<file path="src/rtl/core/band_level_capture_interp_assert.svh">
// Assertion macros shared by the band level capture RTL.
`ifndef BAND_LEVEL_CAPTURE_INTERP_ASSERT_SVH
`define BAND_LEVEL_CAPTURE_INTERP_ASSERT_SVH
`ifndef NO_ASSERTIONS
// Clocked check that is switched off while reset is asserted.
`define BLCI_ASSERT(lbl, clk, rst_n, prop, msg) \
  lbl: assert property (@(posedge clk) disable iff (!rst_n) prop) else $error(msg);
// Clocked check that also holds during reset.
`define BLCI_ASSERT_ALWAYS(lbl, clk, prop, msg) \
  lbl: assert property (@(posedge clk) prop) else $error(msg);
`else
`define BLCI_ASSERT(lbl, clk, rst_n, prop, msg)
`define BLCI_ASSERT_ALWAYS(lbl, clk, prop, msg)
`endif
`endif

</file>
<file path="src/rtl/core/blci_pkg.sv">
// Package with the constants and field widths of the band level capture block.
`default_nettype none
package blci_pkg;
  // Field widths.
  localparam int unsigned ADC_W      = 10;
  localparam int unsigned POS_W      = 13;
  localparam int unsigned LEVEL_W    = 8;
  localparam int unsigned BANDNUM_W  = 3;
  localparam int unsigned FRAC_BITS  = 12;

  // Interpolation scale and the clip level.
  localparam logic [POS_W-1:0]   FULL_SCALE = 13'd4096;
  localparam logic [LEVEL_W-1:0] CLIP_LEVEL = 8'd255;

  // Default band count.
  localparam int unsigned NUM_BANDS_DEF = 7;

  // Stream payload widths (tdata padded to whole bytes).
  localparam int unsigned IN_TDATA_W  = 24;
  localparam int unsigned IN_TUSER_W  = 1;
  localparam int unsigned OUT_TDATA_W = 24;

  // Request kinds carried in tuser.
  localparam logic FUNC_SAMPLE = 1'b0;
  localparam logic FUNC_QUERY  = 1'b1;

  // Configuration port.
  localparam int unsigned CFG_AW = 2;
  localparam int unsigned CFG_DW = 32;
  localparam logic [CFG_AW-1:0] ADDR_GATE_THRESHOLD = 2'd0;
endpackage
`default_nettype wire

</file>
<file path="src/rtl/core/band_level_capture_interp.sv">
// Band level capture with gated storage, clip flag and interpolating readback.
// Requests pass the stage-one registers, then the output register; the band store
// has one write and two reads. One request per cycle unless the output stalls.
// The interpolation multiply sits in the second stage, after the registered reads.
// Reset (synchronous, active low) clears the band counter, clip flag, threshold,
// pipeline valids and the per-band valid bits, so every band then reads as zero.
`default_nettype none
`include "band_level_capture_interp_assert.svh"
module band_level_capture_interp #(
  parameter int unsigned NUM_BANDS = blci_pkg::NUM_BANDS_DEF
) (
  input  wire logic                              clk,
  input  wire logic                              rst_n,
  // Input stream.
  input  wire logic                              in_tvalid,
  output logic                                   in_tready,
  // [0] frame_start, [10:1] adc_sample, [23:11] position
  input  wire logic [blci_pkg::IN_TDATA_W-1:0]   in_tdata,
  // [0] func
  input  wire logic [blci_pkg::IN_TUSER_W-1:0]   in_tuser,
  // Result stream.
  output logic                                   out_tvalid,
  input  wire logic                              out_tready,
  // [7:0] band_value, [10:8] band_number, [11] clipping, [19:12] interp_value
  output logic [blci_pkg::OUT_TDATA_W-1:0]       out_tdata,
  // Configuration port.
  input  wire logic                              cfg_psel,
  input  wire logic                              cfg_penable,
  input  wire logic                              cfg_pwrite,
  input  wire logic [blci_pkg::CFG_AW-1:0]       cfg_paddr,
  input  wire logic [blci_pkg::CFG_DW-1:0]       cfg_pwdata,
  output logic [blci_pkg::CFG_DW-1:0]            cfg_prdata,
  output logic                                   cfg_pready
);
  import blci_pkg::*;

  localparam int unsigned CW = (NUM_BANDS > 1) ? $clog2(NUM_BANDS) : 1;
  localparam int unsigned SW = FRAC_BITS + 1 + CW;
  localparam logic [CW-1:0] LAST_BAND = CW'(NUM_BANDS - 1);
  localparam int unsigned PROD_W = LEVEL_W + FRAC_BITS + 1;

  // Configuration register.
  logic [LEVEL_W-1:0] thresh_r;
  logic               cfg_wr;

  assign cfg_pready = 1'b1;
  assign cfg_wr     = cfg_psel && cfg_penable && cfg_pwrite && cfg_pready &&
                      (cfg_paddr == ADDR_GATE_THRESHOLD);

  always_comb begin
    cfg_prdata = '0;
    if (cfg_paddr == ADDR_GATE_THRESHOLD) begin
      cfg_prdata = CFG_DW'(thresh_r);
    end
  end

  // Request field unpacking.
  logic               in_func;
  logic               in_frame_start;
  logic [ADC_W-1:0]   in_adc;
  logic [POS_W-1:0]   in_pos;

  assign in_func        = in_tuser[0];
  assign in_frame_start = in_tdata[0];
  assign in_adc         = in_tdata[ADC_W:1];
  assign in_pos         = in_tdata[ADC_W+POS_W:ADC_W+1];

  // Pipeline control: stage one holds the read data, the output register the result.
  logic s1_valid_r;
  logic out_valid_r;
  logic s1_adv;
  logic in_acc;

  assign s1_adv     = !out_valid_r || out_tready;
  assign in_tready  = !s1_valid_r || s1_adv;
  assign in_acc     = in_tvalid && in_tready;
  assign out_tvalid = out_valid_r;

  // Sample path: gate, band select, clip flag update.
  logic [CW-1:0]      cnt_r;
  logic               clip_r;
  logic [CW-1:0]      band_cur;
  logic [LEVEL_W-1:0] gated;
  logic               clip_nxt;
  logic [CW-1:0]      cnt_nxt;

  always_comb begin
    band_cur = in_frame_start ? '0 : cnt_r;
    gated    = in_adc[ADC_W-1:ADC_W-LEVEL_W];
    if (gated <= thresh_r) begin
      gated = '0;
    end
    clip_nxt = (in_frame_start ? 1'b0 : clip_r) || (gated == CLIP_LEVEL);
    cnt_nxt  = (band_cur >= LAST_BAND) ? '0 : band_cur + CW'(1);
  end

  // Query path: clamp the position and split it into band index and fraction.
  logic [POS_W-1:0]     pos_clamped;
  logic [SW-1:0]        scaled;
  logic [CW-1:0]        lo_addr;
  logic [CW-1:0]        hi_addr;
  logic [FRAC_BITS-1:0] frac;

  always_comb begin
    pos_clamped = (in_pos > FULL_SCALE) ? FULL_SCALE : in_pos;
    scaled      = SW'(pos_clamped) * SW'(NUM_BANDS - 1);
    lo_addr     = scaled[FRAC_BITS +: CW];
    frac        = scaled[FRAC_BITS-1:0];
    // At full scale the upper neighbor would lie past the last band.
    hi_addr     = (lo_addr >= LAST_BAND) ? LAST_BAND : lo_addr + CW'(1);
  end

  logic wr_en;
  assign wr_en = in_acc && (in_func == FUNC_SAMPLE);

  // Control state and per-band valid bits.
  logic [NUM_BANDS-1:0] band_ok_r;

  always_ff @(posedge clk) begin
    if (!rst_n) begin
      thresh_r    <= '0;
      cnt_r       <= '0;
      clip_r      <= 1'b0;
      band_ok_r   <= '0;
      s1_valid_r  <= 1'b0;
      out_valid_r <= 1'b0;
    end else begin
      if (cfg_wr) begin
        thresh_r <= cfg_pwdata[LEVEL_W-1:0];
      end
      if (wr_en) begin
        cnt_r               <= cnt_nxt;
        clip_r              <= clip_nxt;
        band_ok_r[band_cur] <= 1'b1;
      end
      if (in_tready) begin
        s1_valid_r <= in_tvalid;
      end
      if (s1_adv) begin
        out_valid_r <= s1_valid_r;
      end
    end
  end

  // Band store: one write port, two registered read ports.
  logic [LEVEL_W-1:0] band_mem [NUM_BANDS];
  logic [LEVEL_W-1:0] rd_lo_r;
  logic [LEVEL_W-1:0] rd_hi_r;
  logic               rd_lo_ok_r;
  logic               rd_hi_ok_r;

  always_ff @(posedge clk) begin
    if (wr_en) begin
      band_mem[band_cur] <= gated;
    end
    if (in_acc) begin
      rd_lo_r    <= band_mem[lo_addr];
      rd_hi_r    <= band_mem[hi_addr];
      rd_lo_ok_r <= band_ok_r[lo_addr];
      rd_hi_ok_r <= band_ok_r[hi_addr];
    end
  end

  // Stage one payload.
  logic                 s1_func_r;
  logic [LEVEL_W-1:0]   s1_value_r;
  logic [BANDNUM_W-1:0] s1_band_r;
  logic                 s1_clip_r;
  logic [FRAC_BITS-1:0] s1_frac_r;

  always_ff @(posedge clk) begin
    if (in_acc) begin
      s1_func_r  <= in_func;
      s1_value_r <= (in_func == FUNC_SAMPLE) ? gated : '0;
      s1_band_r  <= (in_func == FUNC_SAMPLE) ? BANDNUM_W'(band_cur) : '0;
      s1_clip_r  <= (in_func == FUNC_SAMPLE) ? clip_nxt : clip_r;
      s1_frac_r  <= frac;
    end
  end

  // Stage two: weighted sum of the two neighbors, truncated.
  logic [LEVEL_W-1:0] lvl_lo;
  logic [LEVEL_W-1:0] lvl_hi;
  logic [PROD_W-1:0]  acc_sum;
  logic [LEVEL_W-1:0] interp;

  always_comb begin
    lvl_lo  = rd_lo_ok_r ? rd_lo_r : '0;
    lvl_hi  = rd_hi_ok_r ? rd_hi_r : '0;
    acc_sum = PROD_W'(lvl_lo) * (PROD_W'(FULL_SCALE) - PROD_W'(s1_frac_r))
            + PROD_W'(lvl_hi) * PROD_W'(s1_frac_r);
    interp  = (s1_func_r == FUNC_QUERY) ? acc_sum[FRAC_BITS +: LEVEL_W] : '0;
  end

  // Output register.
  logic [OUT_TDATA_W-1:0] out_data_r;

  always_ff @(posedge clk) begin
    if (s1_adv && s1_valid_r) begin
      out_data_r <= OUT_TDATA_W'({interp, s1_clip_r, s1_band_r, s1_value_r});
    end
  end

  assign out_tdata = out_data_r;

  // Checks.
  `BLCI_ASSERT(a_cnt_range, clk, rst_n, cnt_r <= LAST_BAND, "band counter out of range")
  `BLCI_ASSERT(a_clip_set, clk, rst_n, (wr_en && (gated == CLIP_LEVEL)) |=> clip_r, "clip flag not set")
  `BLCI_ASSERT(a_query_keeps_cnt, clk, rst_n, (in_acc && (in_func == FUNC_QUERY)) |=> $stable(cnt_r), "query moved the band counter")
  `BLCI_ASSERT(a_stall_full, clk, rst_n, !in_tready |-> (s1_valid_r && out_valid_r), "input stalled with room in the pipeline")
endmodule
`default_nettype wire

</file>
<file path="config.mk">
export PLATFORM = sky130hd
export DESIGN_NAME = band_level_capture_interp
export DESIGN_NICKNAME = d
export VERILOG_FILES = /design/src/rtl/core/blci_pkg.sv /design/src/rtl/core/band_level_capture_interp.sv
export VERILOG_INCLUDE_DIRS = /design/src /design/src/rtl/core
export SDC_FILE = /design/constraint.sdc
export NUM_CORES = 1
export LEC_CHECK = 0
export BUFFER_PORTS_ARGS = -buffer_cell sky130_fd_sc_hd__buf_4
export CAP_MARGIN = 20
export CORE_ASPECT_RATIO = 1.1
export CORE_MARGIN = 1.5
export CORE_UTILIZATION = 62
export CTS_BUF_LIST = sky130_fd_sc_hd__clkbuf_16
export DETAILED_ROUTE_END_ITERATION = 6
export PLACE_DENSITY = 0.85
export SLEW_MARGIN = 20
export SYNTH_ARGS = -nofsm -noshare
export SYNTH_HDL_FRONTEND = slang
export SYNTH_SLANG_ARGS = --single-unit
</file>
<file path="constraint.sdc">
create_clock -name clk -period 10.5 [get_ports clk]
set_input_delay 3.15 -clock clk [delete_from_list [all_inputs] [get_ports clk]]
set_output_delay 3.15 -clock clk [all_outputs]
set_load 0.005 [all_outputs]
</file>
Yosys cells after proc, flatten, opt, wreduce, memory -nomap -nowiden
Memories as Yosys holds them, arrays and structs flattened. A register that Yosys moved wholly into a read port is not among the register bits.
Index checks and enable logic that the tools add are counted.
{"block": "totals", "ff_bits": 67, "mem_bits_rw": 56, "in_bits": 66, "output_inout_bits": 59, "elab_cells": 65, "n_memories": 1}
{"memory": "band_mem", "words": 7, "width": 8, "rd": 2, "rd_ports_with_merged_regs": 2, "write_ports": 1, "line_no": "band_level_capture_interp.sv:146", "source": "logic [LEVEL_W-1:0] band_mem [NUM_BANDS];"}
{"block": "op_classes", "add_sub_neg": 4, "multipliers": 3, "magnitude_cmp": 8, "eq_ne": 1, "muxes": 18, "n_bitwise": 2, "n_reduce_logical": 13}
{"operator": "8-bit 2-to-1 mux", "n": 4}
{"operator": "20-bit adder", "n": 1}
{"operator": "9-bit by 14-bit multiplier with 20-bit output", "n": 1}
{"operator": "8-bit by 11-bit multiplier with 19-bit output", "n": 1}
{"operator": "13-bit by 2-bit multiplier with 14-bit output (second input constant)", "n": 1}
{"operator": "13-bit by 12-bit subtractor with 14-bit output (first input constant)", "n": 1}
{"operator": "13-bit > comparator (second input constant)", "n": 1}
{"operator": "13-bit 2-to-1 mux", "n": 1}
{"operator": "3-bit by 4-bit less-than comparator with 1-bit output (second input constant)", "n": 3}
{"operator": "3-bit 2-to-1 mux", "n": 3}
{"operator": "8-bit == test (second input constant)", "n": 1}
{"operator": "8-bit <= comparator", "n": 1}
{"operator": "1-bit logical AND", "n": 7}
{"operator": "1-bit 2-to-1 mux", "n": 7}
{"operator": "7-bit bitwise OR", "n": 1}
{"operator": "3-bit by 1-bit adder with 3-bit output (second input constant)", "n": 2}
{"operator": "1-bit binary-select mux with 3-bit select", "n": 2}
{"operator": "3-bit >= comparator (second input constant)", "n": 2}
{"operator": "1-bit demux with 3-bit select", "n": 1}
{"operator": "3-bit by 1-bit >= comparator with 1-bit output (second input constant)", "n": 1}
{"operator": "1-bit logical OR", "n": 3}
{"operator": "1-bit zero test", "n": 2}
{"operator": "2-bit zero test", "n": 1}
{"operator": "1-bit inverter", "n": 1}

Logic depth before layout (Yosys ltp)
Gate-level depths: netlist of the first run.
{"block": "depth", "depth_word": 7, "ltp_mapped": 29, "depth_no_buf": 27}

Least setup slack after synthesis of the first run
Ideal clock, no wire load.
{"block": "synth_path", "path_type": "input to register", "from": "input port in_tdata[23] (netlist name)", "to": "register rd_hi_ok_r, data pin", "setup_ns": 0.267, "t_arrival_ns": 6.588, "required_ns": 10.233, "path_slack_ns": 3.645, "cell_stages": 19, "path_buffers": 5, "cell_sequence": "clkbuf_1 nor2b_1 ha_1 inv_1 fa_1 and2b_1 o31ai_1 a21oi_1 o211ai_2 a31oi_4 buf_2 clkbuf_1 ha_1 nand2b_1 o31a_1 buf_4 buf_6 a221oi_2 o22ai_1"}
{"block": "synth_between", "elab_chain_cells": 7}
{"item": "start: declaration", "line_no": "band_level_capture_interp.sv:18", "source": "input wire logic [blci_pkg::IN_TDATA_W-1:0] in_tdata,"}
{"item": "13-bit > comparator *", "line_no": "band_level_capture_interp.sv:105", "source": "pos_clamped = (in_pos > FULL_SCALE) ? FULL_SCALE : in_pos;"}
{"item": "13-bit 2-to-1 mux *", "line_no": "band_level_capture_interp.sv:105"}
{"item": "via pos_clamped[0]", "line_no": "band_level_capture_interp.sv:98", "source": "logic [POS_W-1:0] pos_clamped;"}
{"item": "13-bit by 2-bit multiplier with 14-bit output *", "line_no": "band_level_capture_interp.sv:106", "source": "scaled = SW'(pos_clamped) * SW'(NUM_BANDS - 1);"}
{"item": "3-bit by 1-bit adder with 3-bit output or 3-bit >= comparator (tied branches)", "line_no": "band_level_capture_interp.sv:110", "source": "hi_addr = (lo_addr >= LAST_BAND) ? LAST_BAND : lo_addr + CW'(1);"}
{"item": "3-bit 2-to-1 mux *", "line_no": "band_level_capture_interp.sv:110"}
{"item": "1-bit binary-select mux with 3-bit select *", "line_no": "band_level_capture_interp.sv:160", "source": "rd_hi_ok_r <= band_ok_r[hi_addr];"}
{"item": "1-bit 2-to-1 mux (not written as such) *", "line_no": "band_level_capture_interp.sv:160"}
{"item": "end signal: assignment", "line_no": "band_level_capture_interp.sv:160"}
{"item": "end: declaration", "line_no": "band_level_capture_interp.sv:150", "source": "logic rd_hi_ok_r;"}
Mark *: on every way through the listed nets, which the timed path passes. The rest lies on a longest branch. The select of a mux whose other input is x is not followed.
A chain may end at the register's enable or synchronous reset.

Final worst setup path of the first run
{"block": "layout_path", "from": "register rd_hi_ok_r", "to": "register out_data_r[19] (netlist: out_tdata[19]), data pin"}
{"block": "layout_between", "elab_chain_cells": 3}
{"item": "8-bit 2-to-1 mux", "line_no": "band_level_capture_interp.sv:189", "source": "lvl_hi = rd_hi_ok_r ? rd_hi_r : '0;"}
{"item": "8-bit by 11-bit multiplier with 19-bit output", "line_no": "band_level_capture_interp.sv:191", "source": "+ PROD_W'(lvl_hi) * PROD_W'(s1_frac_r);"}
{"item": "20-bit adder", "line_no": "band_level_capture_interp.sv:191"}
{"item": "end signal: assignment", "line_no": "band_level_capture_interp.sv:200", "source": "out_data_r <= OUT_TDATA_W'({interp, s1_clip_r, s1_band_r, s1_value_r});"}
{"item": "end: declaration", "line_no": "band_level_capture_interp.sv:196", "source": "logic [OUT_TDATA_W-1:0] out_data_r;"}
Every way passes these cells.

==> results of run 1 <==
==> power by group <==
part / leakage (nW) / internal [W] / switching (W)
clock network: 0.294 / 0.000327 / 0.000227
registers: 1.29 / 0.000662 / 0.0000522
logic: 5.30 / 0.000553 / 0.000716
==> critical path: stages, from the launching register on <==
cell	delay (ns)
edfxtp_1	1.03
buf_4	0.49
nand3_1	0.16
fa_1	0.53
fa_1	0.54
inv_1	0.05
fa_1	0.53
inv_1	0.05
fa_1	0.53
inv_1	0.04
ha_1	0.29
inv_1	0.07
o21ai_0	0.19
a21o_1	0.18
a21oi_1	0.10
o21ai_0	0.35
nor4_1	0.10
nor3_1	0.24
xor2_1	0.30
fa_1	0.48
ha_1	0.23
or3_1	0.37
o21ai_0	0.08
a21oi_1	0.11
a31oi_1	0.26
xnor3_1	0.33
and2_1	0.16
==> cell type report <==
cell class	count	area [um^2]	area share [%]
tap	285	356.6	2.488
clock inverter	13	72.57	0.5064
sequential	139	3964	27.66
multi-input combinational	891	8155	56.91
inverter	190	713.2	4.977
clock buffer	19	475.5	3.318
timing repair buffer	79	593.1	4.139
==> routing by layer <==
layer | track usage (%) | share of wire (%)
met5 | 0 | 0
met4 | 8.542 | 2.5
met3 | 4.543 | 5.4
met2 | 49.29 | 53
met1 | 30.03 | 39
==> registers in the layout, summed over array words and instances, names as in the netlist, 3 cells and up <==
signal / cells
s1_value_r: 8
s1_band_r: 3
band_ok_r: 7
rd_lo_r: 8
thresh_r: 8
band_mem: 56
rd_hi_r: 8
s1_frac_r: 11
cnt_r: 3
out_tdata: 20
==> cell usage after synthesis (4+ instances only) <==
master	n	area (um^2)
inv_1	190	713.2
fa_1	128	2562
edfxtp_1	118	3543
ha_1	112	1401
and3_1	78	488.0
nor2_1	71	266.5
nand2_1	67	251.5
clkbuf_1	46	172.7
nand3_1	37	185.2
mux2i_1	35	350.3
o21ai_0	33	165.2
buf_4	32	240.2
xnor2_1	32	280.3
and2_1	29	181.4
nor2b_1	28	175.2
a21oi_1	26	130.1
dfxtp_1	21	420.4
nor3_1	21	105.1
xor2_1	19	166.4
mux2_2	18	202.7
o21a_1	16	120.1
a21o_1	10	75.07
a221oi_1	10	87.58
a221oi_2	9	135.1
o211ai_1	9	67.56
o22ai_1	9	56.30
nand2b_1	6	37.54
nor4_1	6	37.54
buf_2	5	25.02
nand4_1	5	31.28
or3_1	4	25.02
==> cells in the final DEF (no fill, tap or decap), drive strengths merged, types with 10 or more instances in the layout <==
cell type    n
and3        78
nor3        22
fa         128
clkbuf      19
o21ai       36
a21oi       27
inv        200
nor2b       28
nor2        72
mux2        18
conb        29
xnor2       32
mux2i       35
o211ai      10
buf         79
o21a        16
ha         112
nand2       67
and2        29
a21o        10
xor2        19
edfxtp     118
dfxtp       21
a221oi      19
nand3       37
==> cells by family after synthesis <==
kind of cell / after synthesis
other: 2
xor gates and xnor gates: 52
and+or+nand+nor: 364
DFF: 139
muxes: 53
adders and majority gates: 240
AOI/OAI and AO/OA: 153
buffers and inverters: 277
==> worst max path at each step <==
stage,slack (ns),cells past startpoint,end
after floorplan,3.65,19,rd_hi_ok_r
after global placement,2.70,26,out_tdata[19]
after detailed placement,2.54,26,out_tdata[19]
after CTS,2.50,26,out_tdata[19]
after global routing,1.92,22,out_tdata[19]
final,2.45,26,out_tdata[19]
==> per-stage QoR <==
step	cell area [um^2]	util, %	std cells
floorplan	13290	-	1307
global placement	13780	66.51	1584
detailed placement	13780	66.51	1584
CTS	14330	69.16	1616
global route	14330	69.18	1616
finish	14330	69.18	1616
==> impl_metrics.env, run 1 <==
export IMPL_outcome="complete, no violations"
export IMPL_wl_um=27200
export IMPL_power_w=0.002537
export IMPL_syn_inst=1280
export IMPL_insertedDiodeCount=0
export IMPL_synth_top_family_by_area="adder cells"
export IMPL_endpoint_kind="register"
export IMPL_worstPathArrival_ns=8.22
export IMPL_min_to="out_tdata[11]"
export IMPL_drive_above_1_share_pct=11.57
export IMPL_cp_startpoint="rd_hi_ok_r"
export IMPL_cts_path_max_buffers=2
export IMPL_min_from="s1_clip_r"
export IMPL_slew_headroom_pct=30.93
export IMPL_cap_violations=0
export IMPL_start_kind="register"
export IMPL_leakage_nw=6.881
export IMPL_grtUsageTotal_pct=26.21
export IMPL_rsz0062_at_grt="false"
export IMPL_muxShareOfSynthArea_pct=4.194
export IMPL_pwr_density_cell_nw_per_um2=177.0
export IMPL_vdd_drop_max_v=0.0001636
export IMPL_dieHeight_um=156.0
export IMPL_dieArea_um2=22150
export IMPL_synth_flop_cell="edfxtp_1"
export IMPL_max_freq_ghz=0.1242
export IMPL_ctsResizeCount=0
export IMPL_skew_ns=0.01124
export IMPL_clkTransAtPathRegs_ns=0.06
export IMPL_finalHoldViolations=0
export IMPL_min_period_ns=8.050
export IMPL_crit_path_max_fanout=48
export IMPL_r2r_end="out_tdata[19]"
export IMPL_gp_congestion=0.9042
export IMPL_firstDrtPassIters=7
export IMPL_area_delta_synth_final_pct=8.662
export IMPL_setup_tns_final_ns=0
export IMPL_synth_edf_count=118
export IMPL_min_path_type="register to register"
export IMPL_synthAdderAreaFrac_pct=30.06
export IMPL_ys_seq_area_share_pct=30.06
export IMPL_yosysUniqueCellTypes=67
export IMPL_grt_first_pass_wirelength_um=45700
export IMPL_tightest_slew_ns=1.036
export IMPL_drv_slew=0
export IMPL_hpwl_um=20980
export IMPL_cts_buffers=17
export IMPL_gr_total_overflow=0
export IMPL_hold_buffers=0
export IMPL_hold_ws_ns=0.4201
export IMPL_synth_warnings=0
export IMPL_first_iter_violations=631
export IMPL_row_count=55
export IMPL_nets=1624
export IMPL_fillers=1540
export IMPL_crit_type="register to register"
export IMPL_port_buffers=69
export IMPL_synth_compound_area_share_pct=8.786
export IMPL_required_ns=10.67
export IMPL_reg2reg_slack_ns=2.45
export IMPL_cts_tree="yes"
export IMPL_clock_sinks=139
export IMPL_period_share_pct=76.67
export IMPL_cts_setup_buffers=0
export IMPL_start_util_pct=63.67
export IMPL_reg2reg_depth=26
export IMPL_setup_viol=0
export IMPL_worst_slack_ns=2.450
export IMPL_r2r_start="rd_hi_ok_r"
export IMPL_ys_ff_latch=139
export IMPL_netlist_area_um2=13190
export IMPL_place_ws_ns=2.540
export IMPL_routedWlPerCell_um=16.83
export IMPL_synthXorXnorAreaFrac_pct=3.558
export IMPL_yosys_area_share_simple_pct=14.28
export IMPL_grt_pass1_vias=9563
export IMPL_async_flop_share_pct=0
export IMPL_cts_max_level=4
export IMPL_antenna_found_initial=0
export IMPL_remaining_drc_errors=0
export IMPL_insertion_delay_ns=0.42
export IMPL_whs_path_depth=0
export IMPL_vias_per_cell=5.746
export IMPL_syn_area_per_cell_um2=10.30
export IMPL_io_pin_count=125
export IMPL_ant_nets=0
export IMPL_grt_max_degree=49
export IMPL_num_vias=9285
export IMPL_coreArea_um2=20710
export IMPL_cts_root_buffer="clkbuf_16"
export IMPL_fp_dieW_um=142.1
(Power assumes the default switching activity.)
==> run 2, diff against run 1 <==
==> constraint.sdc (replaced) <==
create_clock -name clk -period 8 [get_ports clk]
set_input_delay 2.4 -clock clk [delete_from_list [all_inputs] [get_ports clk]]
set_output_delay 2.4 -clock clk [all_outputs]
set_load 0.005 [all_outputs]
==> run 2 against run 1 <==
Sequential power increased by 31%. Combinational power increased by 30%. Largest power group unchanged. Worst setup slack got worse by 1.9 ns. Hold slack got worse by 0.0023 ns. Clock power increased by 35%. Global-route usage increased by 0.28 points. Cell area increased by 0.30%.
==> impl_metrics.env, run 2 (synthesis gave the netlist of run 1 again) <==
export IMPL_most_common_layout_cells="inv_1 (192), fa_1 (128), edfxtp_1 (118)"
export IMPL_use_met3_pct=4.481
export IMPL_row_count=55
export IMPL_ant_nets=0
export IMPL_grt_max_degree=42
export IMPL_switchingPower_w=0.001307
export IMPL_final_common_cell="inv_1"
export IMPL_largest_reg_flops=56
export IMPL_slew_headroom_pct=32.50
export IMPL_insertedDiodeCount=0
export IMPL_tightest_slew_ns=1.007
export IMPL_clkTransAtPathRegs_ns=0.07
export IMPL_vias_per_cell=5.712
export IMPL_vdd_drop_max_v=0.0001869
export IMPL_dieHeight_um=156.0
export IMPL_cts_path_max_buffers=2
export IMPL_hold_ws_ns=0.4178
export IMPL_leakage_nw=6.895
export IMPL_internal_power_w=0.002021
export IMPL_worstPathArrival_ns=7.61
export IMPL_outcome="complete, no violations"
export IMPL_place_ws_ns=0.4874
export IMPL_crit_type="register to register"
export IMPL_routedWlPerCell_um=17.16
export IMPL_start_util_pct=63.67
export IMPL_whs_path_depth=0
export IMPL_dieArea_um2=22150
export IMPL_grtUsageTotal_pct=26.49
export IMPL_io_pin_count=125
export IMPL_cts_root_buffer="clkbuf_16"
export IMPL_busiest_layer="met2"
export IMPL_start_kind="register"
export IMPL_endpoint_kind="register"
export IMPL_worst_path_most_repeated_cell="fa_1"
export IMPL_reg2reg_depth=25
export IMPL_drive_above_1_share_pct=11.84
export IMPL_crit_slowest_cell="edfxtp_1"
export IMPL_remaining_drc_errors=0
export IMPL_top_register="band_mem"
export IMPL_max_freq_ghz=0.1346
export IMPL_setup_viol=0
export IMPL_cts_tree="yes"
export IMPL_slowest_delay_ns=0.61
export IMPL_hold_buffers=0
export IMPL_power_frac_comb_pct=49.4
export IMPL_wl_um=27790
export IMPL_pwr_share_seq_pct=28.1
export IMPL_grt_first_pass_wirelength_um=46200
export IMPL_grt_use_met2_pct=49.62
export IMPL_fin_cells=1620
export IMPL_finalHoldViolations=0
export IMPL_nets=1628
export IMPL_setup_tns_final_ns=0
export IMPL_p_clk_share_pct=22.5
export IMPL_num_vias=9254
export IMPL_fp_dieW_um=142.1
export IMPL_gp_congestion=0.8770
export IMPL_hpwl_um=21340
export IMPL_worst_slack_ns=0.5718
export IMPL_antenna_found_initial=0
export IMPL_coreArea_um2=20710
export IMPL_cts_max_level=4
export IMPL_required_ns=8.18
export IMPL_insertion_delay_ns=0.42
export IMPL_post_route_util_pct=69.39
export IMPL_post_place_cells=1587
export IMPL_min_period_ns=7.428
export IMPL_port_buffers=69
export IMPL_p_sw_share_pct=39.27
export IMPL_skew_ns=0.01085
export IMPL_area_delta_synth_final_pct=8.985
export IMPL_period_share_pct=92.85
export IMPL_cap_violations=0
export IMPL_critPathTopFamily="adder cells"
export IMPL_clock_sinks=139
export IMPL_gr_total_overflow=0
export IMPL_grt_pass1_vias=9719
export IMPL_cts_buffers=17
export IMPL_pwr_density_cell_nw_per_um2=231.5
export IMPL_first_iter_violations=509
export IMPL_use_met1_pct=30.59
export IMPL_cp_num_buf_inv=3
export IMPL_path_depth=25
export IMPL_drv_slew=0
export IMPL_firstDrtPassIters=5
export IMPL_min_path_type="register to register"
export IMPL_crit_path_max_fanout=19
export IMPL_ctsResizeCount=0
export IMPL_rsz0062_at_grt="false"
[run 2: worst paths after layout]
check | start | end | slack (ns)
worst max-delay path | rd_hi_ok_r | out_tdata[19] | 0.57
worst min-delay path | s1_value_r[0] | out_tdata[0] | 0.42
worst max register to register | rd_hi_ok_r | out_tdata[19] | 0.57
worst min register to register | s1_value_r[0] | out_tdata[0] | 0.42
[run 2: power groups by stage]
stage / Combinational [W] / Clock [W] / Sequential (W)
floorplan: 0.00130 / 0 / 0.000901
global placement: 0.00157 / 0 / 0.000943
detailed placement: 0.00165 / 0 / 0.000946
CTS: 0.00166 / 0.000756 / 0.000932
global route: 0.00189 / 0.000786 / 0.000938
finish: 0.00165 / 0.000749 / 0.000934
[run 2: metal layers]
layer / up-vias / part of all wire (%)
met2: 315 / 53
li1: 4352 / -
met5: - / 0
met3: 68 / 4.7
met4: 0 / 2.5
met1: 4519 / 39
[run 2: timing repair]
item,4_1_cts,5_1_grt
endpoints found under the setup margin,0,1
hold endpoints to repair,0,0
setup buffers,0,1
[run 2: area by class of cell]
class | instances | area (um^2)
inverters | 190 | 713.2
well taps | 285 | 356.6
repair buffers | 83 | 623.1
clock buffers | 19 | 475.5
multi-input cells | 891 | 8155
clock inverters | 13 | 85.08
fillers | 1491 | 6341
flip-flops and latches | 139 | 3964
[run 2: per-stage QoR]
step           instance area (um^2)  power, W
3_5_place_dp                  13800  0.002593
2_1_floorplan                 13290  0.002203
4_1_cts                       14360  0.003347
5_1_grt                       14370  0.003616
6_report                      14370  0.003328
3_3_place_gp                  13800  0.002510
